==> src/design/clq_pkg.sv <==
// ----------------------------------------------------------------------------
// clq_pkg: shared types and constants for the calibrated level qualifier
// Sample, register and counter widths, reset values, sample class codes and
// the configuration and result bundles passed between modules.
// ----------------------------------------------------------------------------
package clq_pkg;

  localparam int unsigned SampleW = 10;
  localparam int unsigned OffsetW = 10;
  localparam int unsigned LimitW  = 8;
  localparam int unsigned SumW    = 13;
  localparam int unsigned CalCntW = 3;
  localparam int unsigned CountW  = 9;
  localparam int unsigned CfgIdxW = 2;
  localparam int unsigned CfgDataW = 10;

  // Calibration length: 1 to 7 samples.
  localparam int unsigned CalSamplesDefault = 5;

  // Reciprocal divide: floor(x * ceil(2^k / n) / 2^k) is exact for x < 2^SumW
  // when k = SumW + CalCntW.
  localparam int unsigned DivShift = SumW + CalCntW;
  localparam int unsigned RecipW   = DivShift + 1;

  localparam logic [OffsetW-1:0] LowOffsetReset  = OffsetW'(350);
  localparam logic [OffsetW-1:0] HighOffsetReset = OffsetW'(300);
  localparam logic [LimitW-1:0]  CountLimitReset = LimitW'(30);

  typedef enum logic [1:0] {
    ClassCal  = 2'd0,
    ClassLow  = 2'd1,
    ClassHigh = 2'd2,
    ClassDead = 2'd3
  } class_e;

  typedef enum logic [CfgIdxW-1:0] {
    CfgLowOffset  = 2'd0,
    CfgHighOffset = 2'd1,
    CfgCountLimit = 2'd2
  } cfg_idx_e;

  typedef struct packed {
    logic [OffsetW-1:0] low_offset;
    logic [OffsetW-1:0] high_offset;
    logic [LimitW-1:0]  count_limit;
  } cfg_t;

  typedef struct packed {
    logic   level_flag;
    class_e sample_class;
    logic   burst;
  } result_t;

  // Saturating increment of an event counter.
  function automatic logic [CountW-1:0] sat_inc(logic [CountW-1:0] v);
    logic [CountW-1:0] r;
    r = (v == {CountW{1'b1}}) ? v : v + CountW'(1);
    return r;
  endfunction

endpackage

==> src/design/clq_cfg.sv <==
// ----------------------------------------------------------------------------
// clq_cfg: configuration register file
// Holds the two offsets and the count limit; an accepted write shows on cfg_o from the next cycle.
// ----------------------------------------------------------------------------
module clq_cfg (
  input  logic                          clk_i,
  input  logic                          rst_ni,
  input  logic                          cfg_valid_i,
  output logic                          cfg_ready_o,
  input  logic [clq_pkg::CfgIdxW-1:0]   cfg_index_i,
  input  logic [clq_pkg::CfgDataW-1:0]  cfg_data_i,
  output clq_pkg::cfg_t                 cfg_o
);
  import clq_pkg::*;

  cfg_t cfg_q, cfg_d;
  logic wr_en;

  assign cfg_ready_o = 1'b1;
  assign wr_en       = cfg_valid_i & cfg_ready_o;

  always_comb begin
    cfg_d = cfg_q;
    if (wr_en) begin
      case (cfg_idx_e'(cfg_index_i))
        CfgLowOffset:  cfg_d.low_offset  = cfg_data_i[OffsetW-1:0];
        CfgHighOffset: cfg_d.high_offset = cfg_data_i[OffsetW-1:0];
        CfgCountLimit: cfg_d.count_limit = cfg_data_i[LimitW-1:0];
        default:       cfg_d = cfg_q;  // unused index, write dropped
      endcase
    end
  end

  always_ff @(posedge clk_i or negedge rst_ni) begin
    if (!rst_ni) begin
      cfg_q.low_offset  <= LowOffsetReset;
      cfg_q.high_offset <= HighOffsetReset;
      cfg_q.count_limit <= CountLimitReset;
    end else begin
      cfg_q <= cfg_d;
    end
  end

  assign cfg_o = cfg_q;

endmodule

==> src/design/clq_core.sv <==
// ----------------------------------------------------------------------------
// clq_core: calibration, classification and level qualification
// Holds the running calibration sum, baseline, event counts and level flag;
// all of it advances on step_i and the result for that sample is combinational.
// ----------------------------------------------------------------------------
module clq_core #(
  parameter int unsigned CAL_SAMPLES = clq_pkg::CalSamplesDefault
) (
  input  logic                         clk_i,
  input  logic                         rst_ni,
  input  logic                         step_i,
  input  logic [clq_pkg::SampleW-1:0]  sample_i,
  input  clq_pkg::cfg_t                cfg_i,
  output clq_pkg::result_t             res_o
);
  import clq_pkg::*;

  localparam logic [CalCntW-1:0] CalTarget = CalCntW'(CAL_SAMPLES);
  localparam logic [RecipW-1:0]  Recip =
      RecipW'(((1 << DivShift) + CAL_SAMPLES - 1) / CAL_SAMPLES);
  localparam int unsigned ProdW = SumW + RecipW;

  logic [SumW-1:0]    cal_sum_q, cal_sum_d;
  logic [CalCntW-1:0] cal_count_q, cal_count_d;
  logic [SampleW-1:0] baseline_q, baseline_d;
  logic [CountW-1:0]  low_count_q, low_count_d;
  logic [CountW-1:0]  high_count_q, high_count_d;
  logic               flag_q, flag_d;

  logic               calibrating;
  logic [SumW-1:0]    sum_next;
  logic [ProdW-1:0]   prod;
  logic signed [SampleW:0] sv, lo_th, hi_th;
  logic               is_low, is_high;
  class_e             cls;

  assign calibrating = cal_count_q < CalTarget;
  assign sum_next    = cal_sum_q + SumW'(sample_i);
  assign prod        = ProdW'(sum_next) * ProdW'(Recip);

  // Thresholds can go negative; compare as 11-bit signed.
  assign sv    = $signed({1'b0, sample_i});
  assign lo_th = $signed({1'b0, baseline_q}) - $signed({1'b0, cfg_i.low_offset});
  assign hi_th = $signed({1'b0, baseline_q}) - $signed({1'b0, cfg_i.high_offset});
  assign is_low  = sv < lo_th;
  assign is_high = !is_low && (sv >= hi_th);

  always_comb begin
    cal_sum_d    = cal_sum_q;
    cal_count_d  = cal_count_q;
    baseline_d   = baseline_q;
    low_count_d  = low_count_q;
    high_count_d = high_count_q;
    flag_d       = flag_q;
    cls          = ClassCal;
    if (calibrating) begin
      cal_sum_d   = sum_next;
      cal_count_d = cal_count_q + CalCntW'(1);
      if (cal_count_d == CalTarget) begin
        baseline_d = prod[DivShift +: SampleW];
      end
    end else begin
      if (is_low) begin
        cls = ClassLow;
        if (!flag_q) low_count_d = sat_inc(low_count_q);
      end else if (is_high) begin
        cls = ClassHigh;
        if (flag_q) high_count_d = sat_inc(high_count_q);
      end else begin
        cls = ClassDead;
      end
      // Qualification runs after counting; low side has priority.
      if (low_count_d > CountW'(cfg_i.count_limit)) begin
        flag_d      = 1'b1;
        low_count_d = '0;
      end else if (high_count_d > CountW'(cfg_i.count_limit)) begin
        flag_d       = 1'b0;
        high_count_d = '0;
      end
    end
  end

  always_ff @(posedge clk_i or negedge rst_ni) begin
    if (!rst_ni) begin
      cal_sum_q    <= '0;
      cal_count_q  <= '0;
      baseline_q   <= '0;
      low_count_q  <= '0;
      high_count_q <= '0;
      flag_q       <= 1'b0;
    end else if (step_i) begin
      cal_sum_q    <= cal_sum_d;
      cal_count_q  <= cal_count_d;
      baseline_q   <= baseline_d;
      low_count_q  <= low_count_d;
      high_count_q <= high_count_d;
      flag_q       <= flag_d;
    end
  end

  assign res_o.level_flag   = flag_d;
  assign res_o.sample_class = cls;
  assign res_o.burst        = (cls == ClassLow);

  a_cal_count_bound: assert property (@(posedge clk_i) disable iff (!rst_ni)
    cal_count_q <= CalTarget)
    else $error("calibration count ran past target");

  a_cal_class: assert property (@(posedge clk_i) disable iff (!rst_ni)
    step_i && calibrating |-> res_o.sample_class == ClassCal && !res_o.burst)
    else $error("calibration sample was classed");

  a_cal_holds_counts: assert property (@(posedge clk_i) disable iff (!rst_ni)
    step_i && calibrating |=> low_count_q == $past(low_count_q)
                              && high_count_q == $past(high_count_q)
                              && flag_q == $past(flag_q))
    else $error("counts or flag moved during calibration");

endmodule

==> src/design/calibrated_level_qualifier_unit.sv <==
// ----------------------------------------------------------------------------
// calibrated_level_qualifier_unit: baseline-calibrated sample level qualifier
//
// Input channel: in_valid_i / in_stall_o with sample_i. A transfer happens on
// a rising edge with valid high and stall low. Output channel: out_valid_o /
// out_stall_i with level_flag_o, sample_class_o and burst_o, one result per
// sample. Config channel: cfg_valid_i / cfg_ready_o (always ready) with
// cfg_index_i and cfg_data_i; index 3 is ignored. Write config only when idle.
//
// The sample is held in the input register; when it steps, it is classified,
// the state is updated and the result is written to the result register,
// from which it transfers to the receiver. Throughput is one sample per
// cycle while the receiver does not stall, set by the state update loop
// (counts and level flag feed the next sample).
// While the receiver stalls, the result register holds and the input
// register can still take one more sample; in_stall_o rises only when both
// are full. Reset clears the pipeline, restarts calibration (the first
// CAL_SAMPLES samples report class 0) and loads default register values.
// ----------------------------------------------------------------------------
module calibrated_level_qualifier_unit #(
  parameter int unsigned CAL_SAMPLES = clq_pkg::CalSamplesDefault
) (
  input  logic                          clk_i,
  input  logic                          rst_ni,
  // sample input
  input  logic                          in_valid_i,
  output logic                          in_stall_o,
  input  logic [clq_pkg::SampleW-1:0]   sample_i,
  // result output
  output logic                          out_valid_o,
  input  logic                          out_stall_i,
  output logic                          level_flag_o,
  output logic [1:0]                    sample_class_o,
  output logic                          burst_o,
  // configuration writes
  input  logic                          cfg_valid_i,
  output logic                          cfg_ready_o,
  input  logic [clq_pkg::CfgIdxW-1:0]   cfg_index_i,
  input  logic [clq_pkg::CfgDataW-1:0]  cfg_data_i
);
  import clq_pkg::*;

  cfg_t               cfg;
  result_t            res;

  logic               in_valid_q, in_valid_d;
  logic [SampleW-1:0] sample_q;
  logic               out_valid_q, out_valid_d;
  result_t            res_q;

  logic               out_free;   // result register can take a new result
  logic               step;       // sample moves from input reg to result reg
  logic               in_xfer;

  clq_cfg u_cfg (
    .clk_i       (clk_i),
    .rst_ni      (rst_ni),
    .cfg_valid_i (cfg_valid_i),
    .cfg_ready_o (cfg_ready_o),
    .cfg_index_i (cfg_index_i),
    .cfg_data_i  (cfg_data_i),
    .cfg_o       (cfg)
  );

  clq_core #(
    .CAL_SAMPLES (CAL_SAMPLES)
  ) u_core (
    .clk_i    (clk_i),
    .rst_ni   (rst_ni),
    .step_i   (step),
    .sample_i (sample_q),
    .cfg_i    (cfg),
    .res_o    (res)
  );

  assign out_free   = !out_valid_q || !out_stall_i;
  assign step       = in_valid_q && out_free;
  assign in_stall_o = in_valid_q && !out_free;
  assign in_xfer    = in_valid_i && !in_stall_o;

  always_comb begin
    in_valid_d = in_valid_q;
    if (in_xfer) begin
      in_valid_d = 1'b1;
    end else if (step) begin
      in_valid_d = 1'b0;
    end
    out_valid_d = out_valid_q;
    if (step) begin
      out_valid_d = 1'b1;
    end else if (!out_stall_i) begin
      out_valid_d = 1'b0;
    end
  end

  always_ff @(posedge clk_i or negedge rst_ni) begin
    if (!rst_ni) begin
      in_valid_q  <= 1'b0;
      out_valid_q <= 1'b0;
    end else begin
      in_valid_q  <= in_valid_d;
      out_valid_q <= out_valid_d;
    end
  end

  // payload registers, no reset
  always_ff @(posedge clk_i) begin
    if (in_xfer) begin
      sample_q <= sample_i;
    end
    if (step) begin
      res_q <= res;
    end
  end

  assign out_valid_o    = out_valid_q;
  assign level_flag_o   = res_q.level_flag;
  assign sample_class_o = res_q.sample_class;
  assign burst_o        = res_q.burst;

  a_stall_only_when_full: assert property (@(posedge clk_i) disable iff (!rst_ni)
    in_stall_o |-> in_valid_q && out_valid_q && out_stall_i)
    else $error("input stalled with room in the pipeline");

  a_step_fills_output: assert property (@(posedge clk_i) disable iff (!rst_ni)
    step |=> out_valid_o)
    else $error("processed sample produced no result");

  a_no_step_when_blocked: assert property (@(posedge clk_i) disable iff (!rst_ni)
    out_valid_q && out_stall_i |-> !step)
    else $error("result overwritten while receiver stalls");

endmodule
==> config.mk <==
export PLATFORM = sky130hd
export DESIGN_NAME = calibrated_level_qualifier_unit
export DESIGN_NICKNAME = d
export VERILOG_FILES = /design/src/design/clq_pkg.sv /design/src/design/clq_cfg.sv /design/src/design/clq_core.sv /design/src/design/calibrated_level_qualifier_unit.sv
export SDC_FILE = /design/constraint.sdc
export NUM_CORES = 1
export LEC_CHECK = 0
export BUFFER_PORTS_ARGS = -buffer_cell sky130_fd_sc_hd__buf_2
export CAP_MARGIN = 20
export CORE_AREA = 8 8 147 149
export CTS_CLUSTER_DIAMETER = 100
export DETAILED_ROUTE_END_ITERATION = 16
export DIE_AREA = 0 0 155 157
export HOLD_SLACK_MARGIN = 0.15
export PLACE_DENSITY = 0.68
export SYNTH_ARGS = -nofsm -noshare
export SYNTH_HDL_FRONTEND = slang
export SYNTH_SLANG_ARGS = --single-unit
==> constraint.sdc <==
create_clock -name clk_i -period 17.5 [get_ports clk_i]
set_input_delay 0.875 -clock clk_i [delete_from_list [all_inputs] [get_ports clk_i]]
set_output_delay 0.875 -clock clk_i [all_outputs]
set_load 0.03 [all_outputs]
==> results of run 1 <==
## cells by family after synthesis
logic type,Yosys count,synth area share
buf+inv,124,0.0566
mux,24,0.0313
flops,89,0.273
compound gates,161,0.124
fa+ha+maj,200,0.336
xor+xnor,52,0.0537
other cells,1,0.000442
simple gates,216,0.125
## state kept, by name (all words and copies together) (netlist names)
signal and count:
burst_o 1, in_valid_q 1, level_flag_o 1, out_valid_o 1
sample_class_o 2, sample_q 10, u_cfg.cfg_o 28, u_core.baseline_q 10
u_core.cal_count_q 3, u_core.cal_sum_q 13, u_core.flag_q 1, u_core.high_count_q 9
u_core.low_count_q 9
## worst paths after layout
kind                                      from               endpoint
setup / recovery                   sample_q[0]   u_core.baseline_q[9]
hold / removal             u_core.cal_sum_q[6]    u_core.cal_sum_q[6]
setup reg to reg                   sample_q[0]   u_core.baseline_q[9]
hold reg to reg            u_core.cal_sum_q[6]    u_core.cal_sum_q[6]
max in group asynchronous               rst_ni  u_core.low_count_q[2]
min in group asynchronous               rst_ni        u_cfg.cfg_o[17]
## worst reg2reg max path, delay by kind of cell (launching register included)
family	cells	cell delay, ns
adders and majority gates	8	3.20
AOI/OAI and AO/OA	7	1.65
and+or+nand+nor	6	0.90
xor gates and xnor gates	2	0.61
DFF	1	0.37
buffers and inverters	5	0.28
## cell type report
cell class	instances	area share
flip-flops and latches	89	0.251
clock buffers	9	0.0244
inverters	110	0.0447
multi-input cells	654	0.617
repair buffers	35	0.0201
clock inverters	7	0.00759
well taps	265	0.0359
## cells in the final DEF (no fill, tap or decap), types with 3 or more instances in the layout
| master | n |
|---|---|
| ha_1 | 154 |
| inv_1 | 110 |
| nand2_1 | 85 |
| dfrtp_1 | 61 |
| o21ai_0 | 60 |
| fa_1 | 46 |
| nor2_1 | 34 |
| xnor2_1 | 34 |
| buf_2 | 31 |
| a21oi_1 | 28 |
| mux2_2 | 20 |
| xor2_1 | 18 |
| nand3_1 | 17 |
| edfxtp_1 | 14 |
| dfstp_2 | 14 |
| and3_1 | 13 |
| nor2b_1 | 12 |
| and2_1 | 12 |
| a211oi_1 | 11 |
| nand2b_1 | 10 |
| a21o_1 | 9 |
| o211ai_1 | 9 |
| o31ai_1 | 9 |
| clkbuf_16 | 9 |
| nand4_1 | 7 |
| o21a_1 | 7 |
| or3_1 | 5 |
| nor3_1 | 5 |
| mux2i_1 | 4 |
| inv_8 | 4 |
| buf_4 | 4 |
| nand3b_1 | 3 |
| a311oi_1 | 3 |
| o41ai_1 | 3 |
## through the flow
stage,hold WS [ns],instances,util,area (um^2)
2_1_floorplan,0.450,867,-,8480
3_3_place_gp,0.464,1153,0.465,8940
3_5_place_dp,0.468,1153,0.465,8940
4_1_cts,0.487,1169,0.481,9230
5_1_grt,0.506,1169,0.481,9230
6_report,0.484,1169,0.481,9230
## metal layers
metal | track usage | routed length, um
met5 | 0 | 0
met4 | 0.0471 | 326
met3 | 0.0203 | 378
met2 | 0.269 | 8690
met1 | 0.192 | 8330
==> summary.md, run 1 <==
| Metric | Value |
|---|---|
| Routability Congestion | 0.851 |
| DR WL/cell | 15.2 um |
| Period utilization | 0.411 |
| Number of global-route vias before repair | 6177 |
| Filler cells | 1807 |
| Ys flop type | dfrtp_1 |
| Distinct cells, synth | 60 |
| H-tree lvl count | 3 |
| Area of the multi-input gates | 0.00569 mm^2 |
| Nets | 1126 |
| Port Buffers | 32 |
| Count leader, synth | ha_1 |
| Setup TNS | 0 ns |
| WP buf/inv | 5 |
| Initial antenna violation count | 0 |
| R2r worst-path depth | 28 |
| Reg area | 0.00231 mm^2 |
| Vias per inst | 5.17 |
| Vias | 6047 |
| Register bit total from synthesis | 89 |
| Max incr delay on CP | 0.53 ns |
| RSZ-0062 raised after global routing | no |
| 1st-pass router iterations | 5 |
| CP Class | reg2reg |
| Fin. Hold Viols | 0 |
| Top cells by area, synth | ha_1 (23%), dfrtp_1 (18%), fa_1 (11%) |
| Setup Fix Bufs, Post-CTS | 0 |
| Core area | 0.0192 mm^2 |
| Antenna diodes | 0 |
| Cts repair resizes | 0 |
| First-pass GRT wire length | 29900 um |
| Post-synth top area cell | ha_1 |
| # setup viols final | 0 |
| Clk slew on worst S/H paths | 0.07 ns |
| Outcome | completed |
| Yosys warns | 0 |
| DRT antenna net count | 0 |
| Gr ovfl total | 0 |
| Syn_area_per_cell | 9.78 um^2 |
| Top delay family on crit path | adder cells |
| Synthesized net count | 1094 |
| EDFF count, synth | 14 |
| Critical path depth in cells | 28 |
| TritonCTS sink count | 89 |
| Clk_lat worst skew | 0.35 ns |
| Worst R2R Setup Slack | 10.31 ns |
| Max-slew headroom | 0.349 |
| Row count | 51 |
| Largest fanout on the critical path | 6 |
| Die Y-Extent | 157 um |
| Crit path DAT | 7.39 ns |
| Shortest period the worst path allows | 7.19 ns |
| Growth of design area from synthesis to finish | 8.84% |
| Ys async rst share | 0.843 |
| Largest net degree at the start of global routing | 76 |
| Die area | 0.0243 mm^2 |
| Synth top area share | 0.227 |
| Max Cap Viol | 0 |
| WP data required | 17.70 ns |
| Num CTS Buffers | 9 |
| Synth Cell Area | 0.00848 mm^2 |
| Dpl hpwl | 14500 um |
| Total track usage | 0.153 |
| Die Width | 155 um |
| Worst Skew | 0.00845 ns |
| Crit path capture type | flip-flop |
| Detailed-route DRC error count | 0 |
| Iter 0 DRT Violations | 244 |
| Clk root buf | clkbuf_16 |
| Setup WS post-layout | 10.31 ns |
| Crit path launch type | flip-flop |
| CTS Hold Bufs | 0 |
| Initial Utilization | 0.442 |
| Post-synthesis sequential area ratio | 0.273 |
| # IOs | 34 |
| Slew Limit Fails | 0 |
| Dpl ws | 10.33 ns |
| Syn Inst Count | 867 |
| Synth cell count leaders | ha_1 (154), inv_1 (110), nand2_1 (85), dfrtp_1 (61), o21ai_0 (60) |
| Share of cells above drive strength 1 | 0.105 |
| Fmax | 0.139 GHz |
| Slew @ Worst Pin | 0.977 ns |
| CTS tree | yes |
| Slowest cell on crit path | fa_1 |
| Post-Route WL | 17700 um |
| Hold WC Path Type | reg2reg |
| CTS Buffer Depth | 2 |
| Worst hold stages | 2 |
Power of run 1 is not shown: default switching activity piles up to over one toggle a cycle in this logic, so the estimate is an artifact.
==> inputs of run 2 (changes only) <==
--- a/config.mk
+++ b/config.mk
@@ -12,7 +12,7 @@
 export DETAILED_ROUTE_END_ITERATION = 16
 export DIE_AREA = 0 0 155 157
 export HOLD_SLACK_MARGIN = 0.15
-export PLACE_DENSITY = 0.68
+export PLACE_DENSITY = 0.71
 export SYNTH_ARGS = -nofsm -noshare
 export SYNTH_HDL_FRONTEND = slang
 export SYNTH_SLANG_ARGS = --single-unit
==> constraint.sdc (replaced) <==
create_clock -name clk_i -period 6.1 [get_ports clk_i]
set_input_delay 0.305 -clock clk_i [delete_from_list [all_inputs] [get_ports clk_i]]
set_output_delay 0.305 -clock clk_i [all_outputs]
set_load 0.03 [all_outputs]
==> run 2 against run 1 <==
The run now ends with negative setup slack left. Maximum frequency is 15% higher. Sequential cell count stayed put. Utilization is 4.2 points higher. First-iteration DRC count is 11% lower. Final cell count is 6.0% higher. Critical path depth is 1 higher. Highest routed layer unchanged.
==> summary.md, run 2 (synthesized netlist as in run 1, its figures left out) <==
| Metric | Value |
|---|---|
| Vias | 6452 (+6.7%) |
| Max-slew headroom | 0.353 (+0.00374) |
| Initial Utilization | 0.442 (unchanged) |
| CP Class | reg2reg |
| CTS tree | yes |
| Num CTS Buffers | 9 (unchanged) |
| RSZ-0062 raised after global routing | yes |
| Number of global-route vias before repair | 6591 (+6.7%) |
| Clk_lat worst skew | 0.35 ns (about the same) |
| Dpl hpwl | 15300 um (+5.4%) |
| 1st-pass router iterations | 4 (-1) |
| Gr ovfl total | 0 (unchanged) |
| Crit path launch type | flip-flop |
| Die area | 0.0243 mm^2 (unchanged) |
| TritonCTS sink count | 89 (unchanged) |
| Slew @ Worst Pin | 0.971 ns (-0.00561 ns) |
| Most frequent cell on the critical path | fa_1 |
| Iter 0 DRT Violations | 218 (-11%) |
| Nets | 1196 (+6.2%) |
| Slowest cell on crit path | fa_1 |
| # setup viols final | 4 (+4) |
| Max Cap Viol | 0 (unchanged) |
| Core area | 0.0192 mm^2 (unchanged) |
| Antenna diodes | 0 (unchanged) |
| Detailed-route DRC error count | 0 (unchanged) |
| Worst Skew | 0.00939 ns (+0.000945 ns) |
| Outcome | finished, violations left |
| R2r worst-path depth | 29 (+3.6%) |
| Hold WC Path Type | in2reg |
| Clk root buf | clkbuf_16 |
| Reg area | 0.00231 mm^2 (unchanged) |
| Reg-to-Reg End | u_core.baseline_q[7] |
| Final core occ | 0.522 (+0.0418) |
| Crit path from | sample_q[0] |
| Worst r2r src | sample_q[0] |
| Total track usage | 0.162 (+0.00862) |
| Initial antenna violation count | 0 (unchanged) |
| Max incr delay on CP | 0.52 ns (about the same) |
| Share of cells above drive strength 1 | 0.199 (+0.0941) |
| Filler cells | 1690 (-6.5%) |
| Crit path capture type | flip-flop |
| CTS Buffer Depth | 2 (unchanged) |
| Setup crit end | u_core.baseline_q[7] |
| Setup WS post-layout | -0.139 ns (-10.45 ns) |
| Row count | 51 (unchanged) |
| Die Y-Extent | 157 um (unchanged) |
| DR WL/cell | 15.4 um (+1.8%) |
| # IOs | 34 (unchanged) |
| Min Hold Slack | 0.175 ns (-0.310 ns) |
| Vias per inst | 5.21 (+0.67%) |
| Failing checks | negative setup slack |
| Max reg flops | 28 (unchanged) |
| Dpl ws | -0.160 ns (-10.49 ns) |
| Fin. Hold Viols | 0 (unchanged) |
| Most frequent cells in the layout | ha_1 (148), inv_1 (103), nand2_1 (85) |
| Commonest non-fill, non-tap cell in the layout | ha_1 |
| Worst R2R Setup Slack | -0.14 ns (-10.45 ns) |
| Shortest period the worst path allows | 6.24 ns (-0.950 ns) |
| Area of the multi-input gates | 0.00594 mm^2 (+4.3%) |
| WP data required | 6.31 ns (-11.39 ns) |
| DRT antenna net count | 0 (unchanged) |
| Largest net degree at the start of global routing | 76 (unchanged) |
| H-tree lvl count | 3 (unchanged) |
| Die Width | 155 um (unchanged) |
| Period utilization | 1.02 (+0.612) |
| Fmax | 0.160 GHz (+15%) |
| First-pass GRT wire length | 31700 um (+6.1%) |
| Post-Route WL | 19100 um (+7.9%) |
| Growth of design area from synthesis to finish | 18.3% |
| Clk slew on worst S/H paths | 0.08 ns (about the same) |
| Port Buffers | 32 (unchanged) |
| Slew Limit Fails | 0 (unchanged) |
| Routability Congestion | 0.920 (+8.2%) |
| Largest fanout on the critical path | 3 (-3) |
| Crit path DAT | 6.45 ns (-0.94 ns) |
==> run 2: cell count changes in the layout (fill, tap and decap cells not counted), sizes merged <==
cell         delta
dlygate4sd3    +12
buf            +58
==> run 2: worst max-delay path: cells and delay by family (launching register included) <==
family	cells	cell delay [ns]
AOI/OAI and AO/OA	7	1.21
buffers and inverters	7	0.54
xor gates and xnor gates	2	0.37
and+or+nand+nor	5	0.71
adders and majority gates	8	2.89
DFF	1	0.36
==> run 2: repair_timing <==
action,4_1_cts,5_1_grt
pin swaps,5,20
setup buffers,8,6
hold buffers,12,0
endpoints found under the setup margin,6,23
hold endpoints to repair,22,0
resized for setup,15,21
==> run 2: stage by stage <==
stage | cells | instance area (um^2) | TNS (ns)
3_5_place_dp | 1197 | 9340 | -0.488
6_report | 1239 | 10000 | -0.427
2_1_floorplan | 867 | 8560 | 0
4_1_cts | 1233 | 9880 | -0.268
3_3_place_gp | 1197 | 9340 | -0.235
5_1_grt | 1239 | 10000 | -2.62
==> run 2: per-layer routing <==
metal	vias up	global-route usage	wire, um
met3	45	0.0217	651
li1	3213	-	-
met4	0	0.0695	731
met2	98	0.287	9380
met5	-	0	0
met1	3096	0.193	8360
==> run 2: layout make-up <==
class,instances,area share
multi-input combinational,654,0.592
sequential,89,0.231
timing repair buffer,105,0.0738
inverter,110,0.0412
tap,265,0.0330
clock buffer,9,0.0224
clock inverter,7,0.00723
==> run 2: worst min path at each step <==
stage	end	depth (start not counted)	slack, ns	from
final	u_cfg.cfg_o[27]	3	0.17	cfg_data_i[9]
after global routing	u_cfg.cfg_o[27]	3	0.18	cfg_data_i[9]
after CTS	u_cfg.cfg_o[27]	3	0.17	cfg_data_i[9]
after detailed placement	u_core.cal_sum_q[6]	2	0.47	u_core.cal_sum_q[6]
after global placement	u_core.cal_sum_q[9]	2	0.46	u_core.cal_sum_q[9]
after floorplan	in_valid_q	0	0.009	rst_ni
Power of run 2 is left out for the same reason.
